File: config.mk
export PLATFORM = sky130hd
export DESIGN_NAME = modbus_read_request_framer_top
export DESIGN_NICKNAME = d
export VERILOG_FILES = /design/src/rtl/core/mrrf_pkg.sv /design/src/rtl/core/mrrf_crc_stage.sv /design/src/rtl/core/mrrf_serializer.sv /design/src/rtl/core/modbus_read_request_framer_top.sv
export SDC_FILE = /design/constraint.sdc
export NUM_CORES = 1
export LEC_CHECK = 0
export BUFFER_PORTS_ARGS = -buffer_cell sky130_fd_sc_hd__clkbuf_2
export CAP_MARGIN = 10
export CORE_AREA = 8 8 242 186
export DETAILED_ROUTE_END_ITERATION = 12
export DIE_AREA = 0 0 250 194
export PLACE_DENSITY = 0.66
export REMOVE_ABC_BUFFERS = 1
export SLEW_MARGIN = 20
export SYNTH_ARGS = -nofsm -noshare
export SYNTH_HDL_FRONTEND = slang
export SYNTH_HIERARCHICAL = 1
export SYNTH_SLANG_ARGS = --single-unit
File: constraint.sdc
create_clock -name clk -period 3.94 [get_ports clk]
set_input_delay 0.591 -clock clk [delete_from_list [all_inputs] [get_ports clk]]
set_output_delay 0.591 -clock clk [all_outputs]
set_load 0.02 [all_outputs]
File: src/rtl/core/mrrf_pkg.sv
`timescale 1ns / 1ps
// ----------------------------------------------------------------------------
// mrrf_pkg
// Types, constants and the CRC-16 byte update shared by the read request framer.
// ----------------------------------------------------------------------------
package mrrf_pkg;

    localparam int BODY_LEN  = 6;
    localparam int FRAME_LEN = 8;

    localparam logic [15:0] CRC_INIT = 16'hFFFF;
    localparam logic [15:0] CRC_POLY = 16'hA001;

    localparam logic [7:0] FC_READ_HOLDING = 8'd3;
    localparam logic [7:0] FC_READ_INPUT   = 8'd4;

    localparam logic [2:0] LAST_POS = 3'(FRAME_LEN - 1);

    typedef struct packed {
        logic [7:0]  slave_id;
        logic [7:0]  function_code;
        logic [15:0] start_address;
        logic [15:0] register_count;
    } in_item_t;

    typedef struct packed {
        logic [7:0] frame_byte;
        logic [2:0] byte_position;
        logic       last_byte;
    } out_item_t;

    typedef struct packed {
        logic [BODY_LEN-1:0][7:0] body;
        logic [15:0]              crc;
    } pipe_t;

    typedef logic [FRAME_LEN-1:0][7:0] frame_t;

    function automatic logic [15:0] crc16_update_byte(input logic [15:0] crc_in,
                                                      input logic [7:0]  data);
        logic [15:0] crc;
        crc = crc_in ^ {8'h00, data};
        for (int b = 0; b < 8; b++) begin
            if (crc[0]) begin
                crc = (crc >> 1) ^ CRC_POLY;
            end
            else begin
                crc = crc >> 1;
            end
        end
        return crc;
    endfunction

endpackage

File: src/rtl/core/mrrf_crc_stage.sv
`timescale 1ns / 1ps
// ----------------------------------------------------------------------------
// mrrf_crc_stage
// One pipeline stage that folds one frame byte into the running CRC-16.
// ----------------------------------------------------------------------------
module mrrf_crc_stage (
    input  logic            clk,
    input  logic            rst_n,
    input  logic            in_valid,
    output logic            in_ready,
    input  mrrf_pkg::pipe_t in_pipe,
    input  logic [7:0]      data_byte,
    output logic            out_valid,
    input  logic            out_ready,
    output mrrf_pkg::pipe_t out_pipe
);
    import mrrf_pkg::*;

    logic  valid_reg;
    pipe_t pipe_reg;
    pipe_t pipe_next;

    always_comb
    begin
        pipe_next.body = in_pipe.body;
        pipe_next.crc  = crc16_update_byte(in_pipe.crc, data_byte);
    end

    assign in_ready  = !valid_reg || out_ready;
    assign out_valid = valid_reg;
    assign out_pipe  = pipe_reg;

    always_ff @(posedge clk or negedge rst_n)
    begin
        if (!rst_n)
        begin
            valid_reg <= 1'b0;
        end
        else if (in_ready)
        begin
            valid_reg <= in_valid;
        end
    end

    always_ff @(posedge clk)
    begin
        if (in_ready && in_valid)
        begin
            pipe_reg <= pipe_next;
        end
    end

endmodule

File: src/rtl/core/mrrf_serializer.sv
`timescale 1ns / 1ps
// ----------------------------------------------------------------------------
// mrrf_serializer
// Holds one finished frame and sends its eight bytes through an output register.
// ----------------------------------------------------------------------------
module mrrf_serializer (
    input  logic                clk,
    input  logic                rst_n,
    input  logic                in_valid,
    output logic                in_ready,
    input  mrrf_pkg::pipe_t     in_pipe,
    output logic                out_valid,
    input  logic                out_ready,
    output mrrf_pkg::out_item_t out_data
);
    import mrrf_pkg::*;

    logic       busy_reg;
    logic       busy_next;
    logic [2:0] cnt_reg;
    logic [2:0] cnt_next;
    logic       out_valid_reg;
    logic       out_valid_next;
    out_item_t  out_reg;
    out_item_t  out_next;
    frame_t     frame_reg;
    frame_t     frame_next;
    logic       out_load;
    logic       take;

    assign out_load   = !out_valid_reg || out_ready;
    assign in_ready   = !busy_reg || (out_load && (cnt_reg == LAST_POS));
    assign take       = in_valid && in_ready;
    assign frame_next = {in_pipe.crc, in_pipe.body};

    always_comb
    begin
        busy_next      = busy_reg;
        cnt_next       = cnt_reg;
        out_valid_next = out_valid_reg;
        out_next       = out_reg;
        if (out_load)
        begin
            out_valid_next = busy_reg;
        end
        if (out_load && busy_reg)
        begin
            out_next.frame_byte    = frame_reg[cnt_reg];
            out_next.byte_position = cnt_reg;
            out_next.last_byte     = (cnt_reg == LAST_POS);
            cnt_next               = cnt_reg + 3'd1;
            if (cnt_reg == LAST_POS)
            begin
                busy_next = 1'b0;
            end
        end
        if (take)
        begin
            busy_next = 1'b1;
            cnt_next  = 3'd0;
        end
    end

    always_ff @(posedge clk or negedge rst_n)
    begin
        if (!rst_n)
        begin
            busy_reg      <= 1'b0;
            cnt_reg       <= 3'd0;
            out_valid_reg <= 1'b0;
        end
        else
        begin
            busy_reg      <= busy_next;
            cnt_reg       <= cnt_next;
            out_valid_reg <= out_valid_next;
        end
    end

    always_ff @(posedge clk)
    begin
        out_reg <= out_next;
        if (take)
        begin
            frame_reg <= frame_next;
        end
    end

    assign out_valid = out_valid_reg;
    assign out_data  = out_reg;

endmodule

File: src/rtl/core/modbus_read_request_framer_top.sv
`timescale 1ns / 1ps
// ----------------------------------------------------------------------------
// modbus_read_request_framer_top
// A read request (slave id, function code 3 or 4, start register, register
// count) becomes an eight-byte Modbus RTU frame sent one byte per transaction:
// id, code, start high and low, count high and low, then the CRC-16 low byte
// and high byte, with last_byte set on the final one. Requests with any other
// function code are accepted and produce nothing. The CRC runs through six
// pipeline stages, one frame byte each, followed by the byte serializer with
// its output register. The serializer sends one byte per cycle while
// out_ready is high, eight per frame, and takes the next frame as the last
// byte of the current one goes out; the CRC stages meanwhile hold up to six
// further requests.
// ----------------------------------------------------------------------------
module modbus_read_request_framer_top (
    input  logic                clk,
    input  logic                rst_n,
    input  logic                in_valid,
    output logic                in_ready,
    input  mrrf_pkg::in_item_t  in_data,
    output logic                out_valid,
    input  logic                out_ready,
    output mrrf_pkg::out_item_t out_data
);
    import mrrf_pkg::*;

    logic  stg_valid [BODY_LEN+1];
    logic  stg_ready [BODY_LEN+1];
    pipe_t stg_pipe  [BODY_LEN+1];
    logic  code_ok;

    assign code_ok = (in_data.function_code == FC_READ_HOLDING)
                  || (in_data.function_code == FC_READ_INPUT);

    assign stg_pipe[0].body = {in_data.register_count[7:0],
                               in_data.register_count[15:8],
                               in_data.start_address[7:0],
                               in_data.start_address[15:8],
                               in_data.function_code,
                               in_data.slave_id};
    assign stg_pipe[0].crc  = CRC_INIT;

    assign stg_valid[0] = in_valid && code_ok;
    assign in_ready     = stg_ready[0];

    for (genvar i = 0; i < BODY_LEN; i++)
    begin : g_crc
        mrrf_crc_stage u_stage (
            .clk       (clk),
            .rst_n     (rst_n),
            .in_valid  (stg_valid[i]),
            .in_ready  (stg_ready[i]),
            .in_pipe   (stg_pipe[i]),
            .data_byte (stg_pipe[i].body[i]),
            .out_valid (stg_valid[i+1]),
            .out_ready (stg_ready[i+1]),
            .out_pipe  (stg_pipe[i+1])
        );
    end

    mrrf_serializer u_ser (
        .clk       (clk),
        .rst_n     (rst_n),
        .in_valid  (stg_valid[BODY_LEN]),
        .in_ready  (stg_ready[BODY_LEN]),
        .in_pipe   (stg_pipe[BODY_LEN]),
        .out_valid (out_valid),
        .out_ready (out_ready),
        .out_data  (out_data)
    );

endmodule

## Yosys cells after proc, flatten, opt, wreduce, memory -nomap -nowiden

Index checks and enable logic that the tools add are counted.

| cells by class | value |
|---|---|
| add/sub/neg operators | 1 |
| equality and inequality tests | 3 |
| shifts and indexed selects | 0 |
| $lt $le $gt $ge | 1 |
| bitwise operators | 54 |
| reduce and logical (&&, ||, !) cells | 30 |
| multipliers | 0 |
| muxes and demuxes | 55 |
| divide/modulo/power cells | 0 |

Operator list:

| cell | number |
|---|---|
| 16-bit two-way mux | 42 |
| 2-bit NOT with 3-bit output | 48 |
| 14-bit two-way mux | 6 |
| 16-bit by 8-bit XOR with 16-bit output | 5 |
| 8-bit binary-select mux with 3-bit select | 1 |
| 8-bit NOT with 16-bit output | 1 |
| 1-bit logical AND | 10 |
| 1-bit logical OR | 9 |
| 8-bit by 2-bit equality test with 1-bit output, second input constant | 1 |
| 8-bit by 3-bit equality test with 1-bit output, second input constant | 1 |
| 1-bit logical NOT | 8 |
| 8-bit two-way mux | 1 |
| 3-bit two-way mux | 2 |
| 3-bit by 4-bit < comparator with 1-bit output, second input constant | 1 |
| 2-bit nonzero test | 2 |
| 3-bit by 1-bit adder with 3-bit output, second input constant | 1 |
| 3-bit equality test, second input constant | 1 |
| 1-bit two-way mux | 3 |
| 2-bit AND reduction | 1 |

| storage, ports and cells | value |
|---|---|
| memories | 0 |
| output and inout port bits | 14 |
| bits in latches | 0 |
| bits in writable memories | 0 |
| bits in read-only memories | 0 |
| input port bits | 52 |
| logic and storage cells | 212 |
| register bits | 471 |

## Logic depth before layout (Yosys ltp)

Gate-level depths: netlist (run 1).

| logic depth | value |
|---|---|
| depth in word-level cells | 17 |
| gate-level depth with buffers | 10 |
| depth with buffers taken out | 10 |

## Modules after synthesis

Netlist (run 1), hierarchy kept.

Modules (own cells, without submodules):

| module | cells each | area an instance (µm²) | seq. area each (µm²) | instances |
|---|---|---|---|---|
| mrrf_crc_stage | 89 | 2,179.6 | 1,946.9 | 6 |
| mrrf_serializer | 124 | 3,076.7 | 2,407.3 | 1 |
| modbus_read_request_framer_top | 5 | 45.0 | 0.0 | 1 |

## Worst setup path before layout (run 1)

No wires, ideal clock.

| path | value |
|---|---|
| path type | input to register |
| start | in out_ready |
| end | reg g_crc[0].u_stage.pipe_reg (netlist bit g_crc[0].u_stage/out_pipe[0]), enable pin |
| buffers on the path | 0 |
| setup time | 0.429 ns |
| path slack | 0.208 ns |
| data arrival time | 3.304 ns |
| data required time | 3.511 ns |
| cell stages on the path | 9 |
| path through | nand2b_1 a21bo_2 nand2b_1 nand2b_1 nand2b_1 nand2b_1 nand2b_1 nand2b_1 and2_1 |

RTL lines:

| item | RTL line | source |
|---|---|---|
| from (decl) | modbus_read_request_framer_top.sv:22 | `input logic out_ready,` |
| to (signal assigned) | mrrf_crc_stage.sv:49 | `pipe_reg <= pipe_next;` |
| to (decl) | mrrf_crc_stage.sv:20 | `pipe_t pipe_reg;` |

==> key figures, run 1 <==
Run status
  – Outcome: complete, no violations

Synthesis
  – Avg Cell Area, Syn: 24.4 um^2
  – Syn. warnings: 6
  – Gate Count Post-Synth: 663
  – Post-synthesis instance area: 16200 um^2
  – Seq/Total Area, Yosys: 87.0%
  – Synthesized flop and latch total: 471
  – Synth cell types: 26

Drt
  – Initial detailed-routing violation count: 398
  – Drt first pass iters: 4
  – Post-route ant nets: 0
  – Total number of vias: 5917
  – Drt drc: 0
  – Vias/cell: 4.34
  – Drt wl/cell: 17.3 um
  – WL final: 23.5 mm

Placement
  – Gpl congestion: 0.715
  – Placed insts: 1283
  – DP HPWL: 15.8 mm
  – Port Buffers: 65
  – Placed Area: 17300 um^2
  – Place WS: 562 ps

Die
  – Die area: 48500 um^2
  – Core area: 41300 um^2
  – FP Rows: 65
  – Starting Density: 39.2%
  – Ports: 66
  – Chip height: 194 um
  – Die extent in x: 250 um

Global routing
  – Vias in the first global route: 6255
  – GRT overflow: 0
  – Total global-route track usage: 9.66%
  – Antenna violations before repair: 0
  – Largest net degree at the start of global routing: 65
  – First-pass GRT wire length: 36.5 mm

Flow run
  – Max Cap Viol: 0

STA
  – Clk_skew: 27.2 ps
  – Final hold violations: 0
  – Aggregate negative setup slack: 0 ps
  – Highest clock rate: 0.275 GHz
  – Final Critical Period: 3640 ps
  – Setup violators final: 0
  – Final Slew Violations: 0
  – RSZ-0062 raised after global routing: false
  – Slew @ Worst Pin: 843 ps
  – Setup ws final: 302 ps
  – Final period utilization: 92.3%
  – Max_slew headroom: 43.8%

Setup path
  – Worst Setup Start Kind: flop
  – CP Capture Type: primary output
  – Worst EP arrival: 3050 ps
  – CP Data Required Time: 3350 ps
  – Crit path cell chain: ha_1, ha_1, a21bo_2, nand2b_1, nand2b_1, nand2b_1, nand2b_1, nand2b_1, nand2b_1, clkbuf_2
  – R2R cell count: 11
  – CP max-delay cell: dfrtp_1
  – Crit-path max cell delay: 540 ps
  – Cell mode on critical path: nand2b_1
  – Max Fanout on Critical Path: 11
  – Critical path type: flop to primary output

Cells and area
  – Max reg flops: 384
  – Non-Filler Instances: 1364
  – Layout cells sized above 1: 19.3%
  – Filler cell count: 3461
  – Commonest non-fill, non-tap cells in the layout: 460 x edfxtp_1, 84 x xnor2_1, 65 x clkbuf_2
  – Commonest non-fill, non-tap cell in the layout: edfxtp_1
  – Design area: 18700 um^2
  – Area growth syn-to-layout: 15.2%
  – Final #Nets: 847

Worst hold path
  – Hold path cells: 1
  – Hold crit path type: input pin to flop

Pwr
  – PD cells: 536 nW/um^2
  – Combinational share of power: 5.5%
  – Switching power: 1.98 mW
  – Clock power share: 38.9%
  – Tot Pwr: 9.99 mW
  – Switching Share: 19.8%
  – Pleak: 6.13 nW
  – Cell Int Power: 8.01 mW
  – Max rail drop VDD: 271 uV
  – Sequential share of power: 55.6%

Clocking
  – Longest Clk Path Bufs: 3
  – Clock slew at the register clock pins of the worst setup and hold paths: 60 ps
  – Worst-skew pair later-pin latency: 550 ps
  – CTS resizes: 0
  – TritonCTS clock tree: done
  – Total CTS buffers: 43
  – H-tree lvl count: 2
  – CTS sink count: 471
  – Clock Tree Root: clkbuf_16
layer usage:
metal / track usage [%] / part of all wire [%] / vias to the layer above
met2: 14.7 / 44 / 100
met4: 3.49 / 2.5 / 0
met5: 0 / 0 / -
met3: 2.32 / 4.4 / 45
met1: 13.5 / 49 / 2921
li1: - / - / 2851
Yosys cell counts (all sizes together):
cell | number | share of area (%)
edfxtp | 460 | 85
xnor2 | 84 | 4.5
xor2 | 30 | 1.6
mux4 | 16 | 2.6
nand2b | 15 | 0.58
dfrtp | 11 | 1.7
mux2 | 9 | 0.63
and2 | 8 | 0.31
xnor3 | 6 | 0.83
xor3 | 6 | 0.93
buf | 4 | 0.25
a22o | 2 | 0.11
ha | 2 | 0.15
a2111oi | 1 | 0.093
a21bo | 1 | 0.062
and3 | 1 | 0.039
clkbuf | 1 | 0.023
conb | 1 | 0.023
mux2i | 1 | 0.062
nand2 | 1 | 0.023
nand3b | 1 | 0.046
or3b | 1 | 0.054
or4b | 1 | 0.062
metrics by stage:
stage	util (%)	hold WS, ps
after global routing	45.2	193
after detailed placement	41.9	405
after CTS	45.2	182
after global placement	41.9	402
after floorplan	-	295
final	45.2	218
critical path, delay by kind of cell, from the launching register on:
kind / cells / cell delay [ps]
buf+inv: 1 / 180
flops: 1 / 540
simple gates: 6 / 1110
fa+ha+maj: 2 / 470
compound gates: 1 / 210
kinds of logic (layout without fill, tap and decap cells):
group / after synthesis / after routing / synth area share, %
adders and majority gates: 2 / 2 / 0.154
buffers and inverters: 5 / 154 / 0.270
xor gates and xnor gates: 126 / 126 / 7.92
and+or+nand+nor: 28 / 28 / 1.11
muxes: 26 / 26 / 3.28
DFF: 471 / 471 / 87.0
other: 1 / 17 / 0.0231
AOI/OAI and AO/OA: 4 / 4 / 0.263
path summary, 6_finish.rpt:
| kind | end | startpoint | slack (ps) |
|---|---|---|---|
| worst min register to register | g_crc[3].u_stage/out_pipe[50] | g_crc[2].u_stage/out_pipe[50] | 400 |
| worst max-delay path | in_ready | u_ser/cnt_reg[1] | 300 |
| min in group asynchronous | g_crc[5].u_stage/out_valid | rst_n | 470 |
| worst max register to register | g_crc[0].u_stage/out_pipe[62] | u_ser/cnt_reg[1] | 600 |
| max in group asynchronous | g_crc[4].u_stage/out_valid | rst_n | 3220 |
| worst min-delay path | g_crc[0].u_stage/out_pipe[61] | in_data[5] | 220 |
timing repair:
item | 4_1_cts | 5_1_grt
hold endpoints to repair | 11 | 0
buffers inserted | 0 | 0
setup endpoints to repair | 0 | 0
hold buffers | 1 | 0
cell type report:
| class | count | area [um^2] | area share, % |
|---|---|---|---|
| flip-flops and latches | 471 | 14100 | 75.5 |
| clock buffers | 56 | 1190 | 6.36 |
| diodes | 1 | 2.50 | 0.0134 |
| clock inverters | 23 | 153 | 0.818 |
| repair buffers | 75 | 428 | 2.29 |
| well taps | 536 | 671 | 3.59 |
| multi-input cells | 202 | 2130 | 11.4 |
power by group through the flow:
stage               combinational, mW  sequential [mW]  clock [mW]
floorplan                       0.317             5.74           0
global placement                0.549             5.67           0
detailed placement              0.556             5.67           0
finish                          0.546             5.56        3.89
global route                    0.594             5.57        4.20
CTS                             0.562             5.56        4.01
(Power assumes the default switching activity.)
==> run 2: changes to the inputs <==
Settings changed: BUFFER_PORTS_ARGS -buffer_cell sky130_fd_sc_hd__clkbuf_2 to default, DONT_BUFFER_PORTS from default to 1, PLACE_DENSITY 0.66 to 0.65.
==> run 2 against run 1 <==
Effect of this change:
- clock-buffer cell count is 4 lower
- global-route usage is 0.22 points higher
- first-iteration DRC count is 9.8% higher
- clock power is 1% higher
- clock skew is 1.1 ps lower
- wire length is 2.7% higher
- register-to-register slack hardly changed
- power is 0.10% lower
- final cell count is 4.4% lower
- worst setup slack worse by 6.5 ps
- sequential power is 0.7% higher
- non-clock buffer count is 59 lower
==> key figures, run 2 (same netlist as run 1, synthesis figures left out) <==
STA
  – Final Critical Period: 3640 ps (+6.50 ps)
  – Highest clock rate: 0.274 GHz (-0.18%)
  – RSZ-0062 raised after global routing: false
  – Final hold violations: 0 (unchanged)
  – Clk_skew: 26.1 ps (-1.07 ps)
  – Final period utilization: 92.5% (+0.17 points)
  – Setup violators final: 0 (unchanged)
  – Final Slew Violations: 0 (unchanged)
  – Max_slew headroom: 45.8% (+2.1 points)
  – Slew @ Worst Pin: 813 ps (-30.8 ps)

Drt
  – Initial detailed-routing violation count: 437 (+9.8%)
  – Drt drc: 0 (unchanged)
  – WL final: 24.2 mm (+2.7%)
  – Vias/cell: 4.36 (+0.41%)
  – Post-route ant nets: 0 (unchanged)
  – Total number of vias: 5680 (-4.0%)
  – Drt wl/cell: 18.5 um (+7.4%)
  – Drt first pass iters: 5 (+1)

Pwr
  – Pleak: 5.90 nW (-3.8%)
  – PD cells: 543 nW/um^2 (+1.4%)
  – Tot Pwr: 9.98 mW (-0.10%)
  – Max rail drop VDD: 276 uV (+1.7%)

Cells and area
  – Design area: 18400 um^2 (-1.4%)
  – Commonest non-fill, non-tap cell in the layout: edfxtp_1
  – Final #Nets: 788 (-7.0%)
  – # diodes: 0 (-1)
  – Filler cell count: 3411 (-1.4%)
  – Max reg flops: 384 (unchanged)
  – Final design utilization: 44.5% (-0.65 points)
  – Area growth syn-to-layout: 13.5%
  – Register area: 14100 um^2 (unchanged)
  – Area of the multi-input gates: 2130 um^2 (unchanged)
  – Commonest non-fill, non-tap cells in the layout: 460 x edfxtp_1, 84 x xnor2_1, 44 x clkbuf_16
  – Layout cells sized above 1: 13.3% (-6.1 points)

Placement
  – DP HPWL: 16.6 mm (+4.9%)
  – Port Buffers: 0 (-100%)
  – Placed Area: 17000 um^2 (-1.5%)
  – Gpl congestion: 0.725 (+1.4%)

Clocking
  – Hold buffers post-CTS: 1 (unchanged)
  – CTS sink count: 471 (unchanged)
  – Total CTS buffers: 43 (unchanged)
  – CTS resizes: 0 (unchanged)
  – Postcts setup bufs: 0 (unchanged)
  – Worst-skew pair later-pin latency: 550 ps (about the same)
  – Clock slew at the register clock pins of the worst setup and hold paths: 60 ps (about the same)
  – Longest Clk Path Bufs: 3 (unchanged)
  – Clock Tree Root: clkbuf_16
  – H-tree lvl count: 2 (unchanged)
  – TritonCTS clock tree: done

Flow run
  – Max Cap Viol: 0 (unchanged)

Setup path
  – Max Fanout on Critical Path: 11 (unchanged)
  – Reg2reg setup slack: 600 ps (about the same)
  – R2R cell count: 11 (unchanged)
  – Critical path type: flop to primary output
  – Reg2reg start: u_ser/cnt_reg[1]
  – R2r endpoint: g_crc[0].u_stage/out_pipe[55]
  – CP Capture Type: primary output
  – Worst EP arrival: 3050 ps (about the same)
  – Worst Setup Start Kind: flop
  – CP Data Required Time: 3350 ps (about the same)

Die
  – Die extent in x: 250 um (unchanged)
  – FP Rows: 65 (unchanged)
  – Starting Density: 39.2% (unchanged)
  – Ports: 66 (unchanged)
  – Die area: 48500 um^2 (unchanged)
  – Chip height: 194 um (unchanged)
  – Core area: 41300 um^2 (unchanged)

Global routing
  – Met1 GRT Util: 14.1% (+0.52 points)
  – Total global-route track usage: 9.88% (+0.22 points)
  – Vias in the first global route: 5946 (-4.9%)
  – GR peak layer: met2
  – GRT overflow: 0 (unchanged)
  – Antenna violations before repair: 0 (unchanged)
  – Largest net degree at the start of global routing: 65 (unchanged)
  – First-pass GRT wire length: 37.1 mm (+1.4%)
  – Grt met3 use: 2.72% (+0.40 points)
  – Grt met2 use: 14.7% (+0.061 points)

Run status
  – Outcome: complete, no violations

Worst hold path
  – Hold Path Origin: in_data[7]
  – Worst hold path endpoint: g_crc[0].u_stage/out_pipe[63]
  – Hold path cells: 0 (-1)
  – Hold crit path type: input pin to flop
-- run 2: power by group --
| part | total [mW] | switching, mW | internal (mW) |
|---|---|---|---|
| Combinational | 0.446 | 0.187 | 0.258 |
| Clock | 3.94 | 1.74 | 2.20 |
| Sequential | 5.60 | 0.0772 | 5.53 |
-- run 2: worst max path at each step --
stage | startpoint | depth (start not counted) | to | slack [ps]
finish | u_ser/cnt_reg[1] | 10 | in_ready | 300
detailed placement | u_ser/cnt_reg[1] | 11 | g_crc[0].u_stage/out_pipe[57] | 590
global placement | u_ser/cnt_reg[1] | 11 | g_crc[0].u_stage/out_pipe[62] | 660
global route | u_ser/cnt_reg[1] | 10 | in_ready | 40
floorplan | u_ser/cnt_reg[0] | 10 | g_crc[0].u_stage/out_pipe[0] | -200
CTS | u_ser/cnt_reg[1] | 10 | in_ready | 240
-- run 2: layout make-up --
type / count / area share [%]
clock buffer: 52 / 6.15
clock inverter: 27 / 1.13
multi-input combinational: 202 / 11.6
sequential: 471 / 76.6
tap: 536 / 3.65
timing repair buffer: 16 / 0.871
-- run 2: critical path, stage by stage (launching register included) --
cell      delay (ps)
dfrtp_1          560
ha_1             280
ha_1             210
a21bo_2          210
nand2b_1         200
nand2b_1         200
nand2b_1         180
nand2b_1         180
nand2b_1         170
nand2b_1         160
buf_4            160
-- run 2: layer usage --
layer / routed length, um / part of all wire [%] / vias up
met5: 0 / 0 / -
met4: 471 / 1.9 / 0
met3: 1290 / 5.3 / 36
met2: 10700 / 44 / 114
met1: 11700 / 48 / 2800
li1: - / - / 2730
-- run 2: stage by stage --
stage	hold slack, ps	worst slack [ps]	std cells	TNS (ps)
final	151	296	1304	0
after global routing	114	44.2	1304	0
after CTS	116	242	1304	0
after detailed placement	296	587	1224	0
after global placement	296	656	1224	0
after floorplan	295	-198	673	-12650
==> run 3: changes to the inputs <==
Settings changed: CTS_BUF_LIST from default to sky130_fd_sc_hd__clkbuf_2.
==> run 3 against run 2 <==
Effect of this change:
- die area did not move
- critical endpoint unchanged
- power shrank 11%
- wire length grew 1.6%
- highest routed layer unchanged
- clock power decreased by 29%
- register-to-register slack gained 420 ps
- critical path type unchanged
==> key figures, run 3 (same netlist as run 1, synthesis figures left out) <==
Setup path
  – Max Fanout on Critical Path: 3 (-8)
  – Critical path type: flop to primary output
  – Worst EP arrival: 3050 ps (about the same)
  – Worst Setup Start Kind: flop
  – CP Capture Type: primary output
  – CP Data Required Time: 3350 ps (about the same)

STA
  – RSZ-0062 raised after global routing: false
  – Final period utilization: 92.5% (about the same)
  – Highest clock rate: 0.274 GHz (about the same)
  – Clk_skew: 92.8 ps (+66.7 ps)
  – Setup ws final: 297 ps (+1.08 ps)
  – Final Critical Period: 3640 ps (-1.08 ps)
  – Setup violators final: 0 (unchanged)
  – Slew @ Worst Pin: 821 ps (+8.53 ps)
  – Final hold violations: 0 (unchanged)
  – Max_slew headroom: 45.3% (-0.57 points)
  – Final Slew Violations: 0 (unchanged)

Placement
  – Place WS: 587 ps (unchanged)
  – Gpl congestion: 0.725 (unchanged)
  – DP HPWL: 16.6 mm (unchanged)
  – Placed Area: 17000 um^2 (unchanged)
  – Port Buffers: 0 (unchanged)

Die
  – Core area: 41300 um^2 (unchanged)
  – Die extent in x: 250 um (unchanged)
  – Ports: 66 (unchanged)
  – Die area: 48500 um^2 (unchanged)
  – Chip height: 194 um (unchanged)
  – FP Rows: 65 (unchanged)
  – Starting Density: 39.2% (unchanged)

Global routing
  – GRT overflow: 0 (unchanged)
  – Antenna violations before repair: 1 (+1)
  – Total global-route track usage: 10.2% (+0.32 points)
  – First-pass GRT wire length: 38.2 mm (+3.1%)
  – Largest net degree at the start of global routing: 65 (unchanged)
  – Vias in the first global route: 6726 (+13%)

Pwr
  – Sequential share of power: 62.7% (+6.6 points)
  – Combinational share of power: 5.8% (+1.3 points)
  – Pleak: 6.22 nW (+5.5%)
  – Max rail drop VDD: 166 uV (-40%)
  – Switching Share: 22.5% (+2.5 points)
  – Switching power: 2.01 mW (about the same)
  – Tot Pwr: 8.90 mW (-11%)
  – Cell Int Power: 6.90 mW (-14%)
  – PD cells: 481 nW/um^2 (-11%)
  – Clock power share: 31.5% (-7.9 points)

Cells and area
  – Design area: 18500 um^2 (+0.69%)
  – Final #Nets: 900 (+14%)
  – Commonest non-fill, non-tap cell in the layout: edfxtp_1
  – Area growth syn-to-layout: 14.3%
  – Layout cells sized above 1: 23.0% (+9.7 points)
  – Commonest non-fill, non-tap cells in the layout: 460 x edfxtp_1, 161 x clkbuf_2, 84 x xnor2_1
  – Filler cell count: 3535 (+3.6%)
  – Max reg flops: 384 (unchanged)

Clocking
  – Worst-skew pair later-pin latency: 980 ps (+430 ps)
  – Clock slew at the register clock pins of the worst setup and hold paths: 110 ps (+50 ps)
  – TritonCTS clock tree: done
  – Longest Clk Path Bufs: 3 (unchanged)
  – Clock Tree Root: clkbuf_2
  – CTS sink count: 471 (unchanged)
  – Total CTS buffers: 104 (+140%)
  – H-tree lvl count: 3 (+1)

Run status
  – Outcome: complete, no violations

Flow run
  – Max Cap Viol: 0 (unchanged)

Drt
  – WL final: 24.6 mm (+1.6%)
  – Drt first pass iters: 6 (+1)
  – Total number of vias: 6172 (+8.7%)
  – Vias/cell: 4.21 (-3.3%)
  – Drt drc: 0 (unchanged)
  – Initial detailed-routing violation count: 412 (-5.7%)
  – Drt wl/cell: 16.8 um (-9.5%)
  – Post-route ant nets: 0 (unchanged)

Worst hold path
  – Hold crit path type: input pin to flop
## run 3: stage by stage
stage | instances | util [%] | hold slack [ps] | setup TNS, ps
floorplan | 673 | - | 295 | -12650
global placement | 1224 | 41.2 | 296 | 0
CTS | 1463 | 44.8 | 11.7 | 0
detailed placement | 1224 | 41.2 | 296 | 0
global route | 1464 | 44.8 | 71.7 | 0
finish | 1465 | 44.8 | 198 | 0
## run 3: power groups by stage
stage / clock, mW / combinational [mW] / sequential (mW)
3_5_place_dp: 0 / 0.451 / 5.71
3_3_place_gp: 0 / 0.450 / 5.71
5_1_grt: 3.22 / 0.562 / 5.59
2_1_floorplan: 0 / 0.317 / 5.74
6_report: 2.81 / 0.516 / 5.58
4_1_cts: 2.97 / 0.532 / 5.58
## run 3: cell type report
class	count	area [um^2]	area share, %
diodes	2	5.00	0.0270
clock buffers	161	806	4.35
clock inverters	26	109	0.588
multi-input cells	202	2170	11.7
flip-flops and latches	471	14100	76.1
well taps	536	671	3.62
repair buffers	67	668	3.61
## run 3: metal layers
layer  GRT usage, %  vias to the layer above  wire [um]
met5              0                        -          0
met3           3.62                       39       1190
met2           14.9                      137      10900
met1           13.8                     2969      11900
li1               -                     3027          -
met4           4.41                        0        502
## run 3: path summary, 6_finish.rpt
check                                              startpoint                            end  slack [ps]  cells after the start
worst min register to register  g_crc[5].u_stage/out_pipe[42]            u_ser/frame_reg[26]         370                      0
max in group asynchronous                               rst_n     g_crc[0].u_stage/out_valid        2950                      2
worst max-delay path                         u_ser/cnt_reg[1]                       in_ready         300                     10
min in group asynchronous                               rst_n                 u_ser/busy_reg         570                      2
worst max register to register               u_ser/cnt_reg[1]  g_crc[0].u_stage/out_pipe[32]        1020                     11
worst min-delay path                                 in_valid     g_crc[0].u_stage/out_valid         200                      4
## run 3: worst max-delay path: stages, from the launching register on
cell	delay [ps]
dfrtp_2	420
ha_1	180
ha_1	210
a21bo_2	210
nand2b_4	150
nand2b_4	150
nand2b_4	140
nand2b_4	140
nand2b_4	140
nand2b_1	150
buf_4	160
## run 3: timing repair
item,4_1_cts,5_1_grt
gates resized for setup,3,3
buffers inserted,1,0
endpoints found under the setup margin,1,1
endpoints found under the hold margin,74,0
hold buffers,51,0
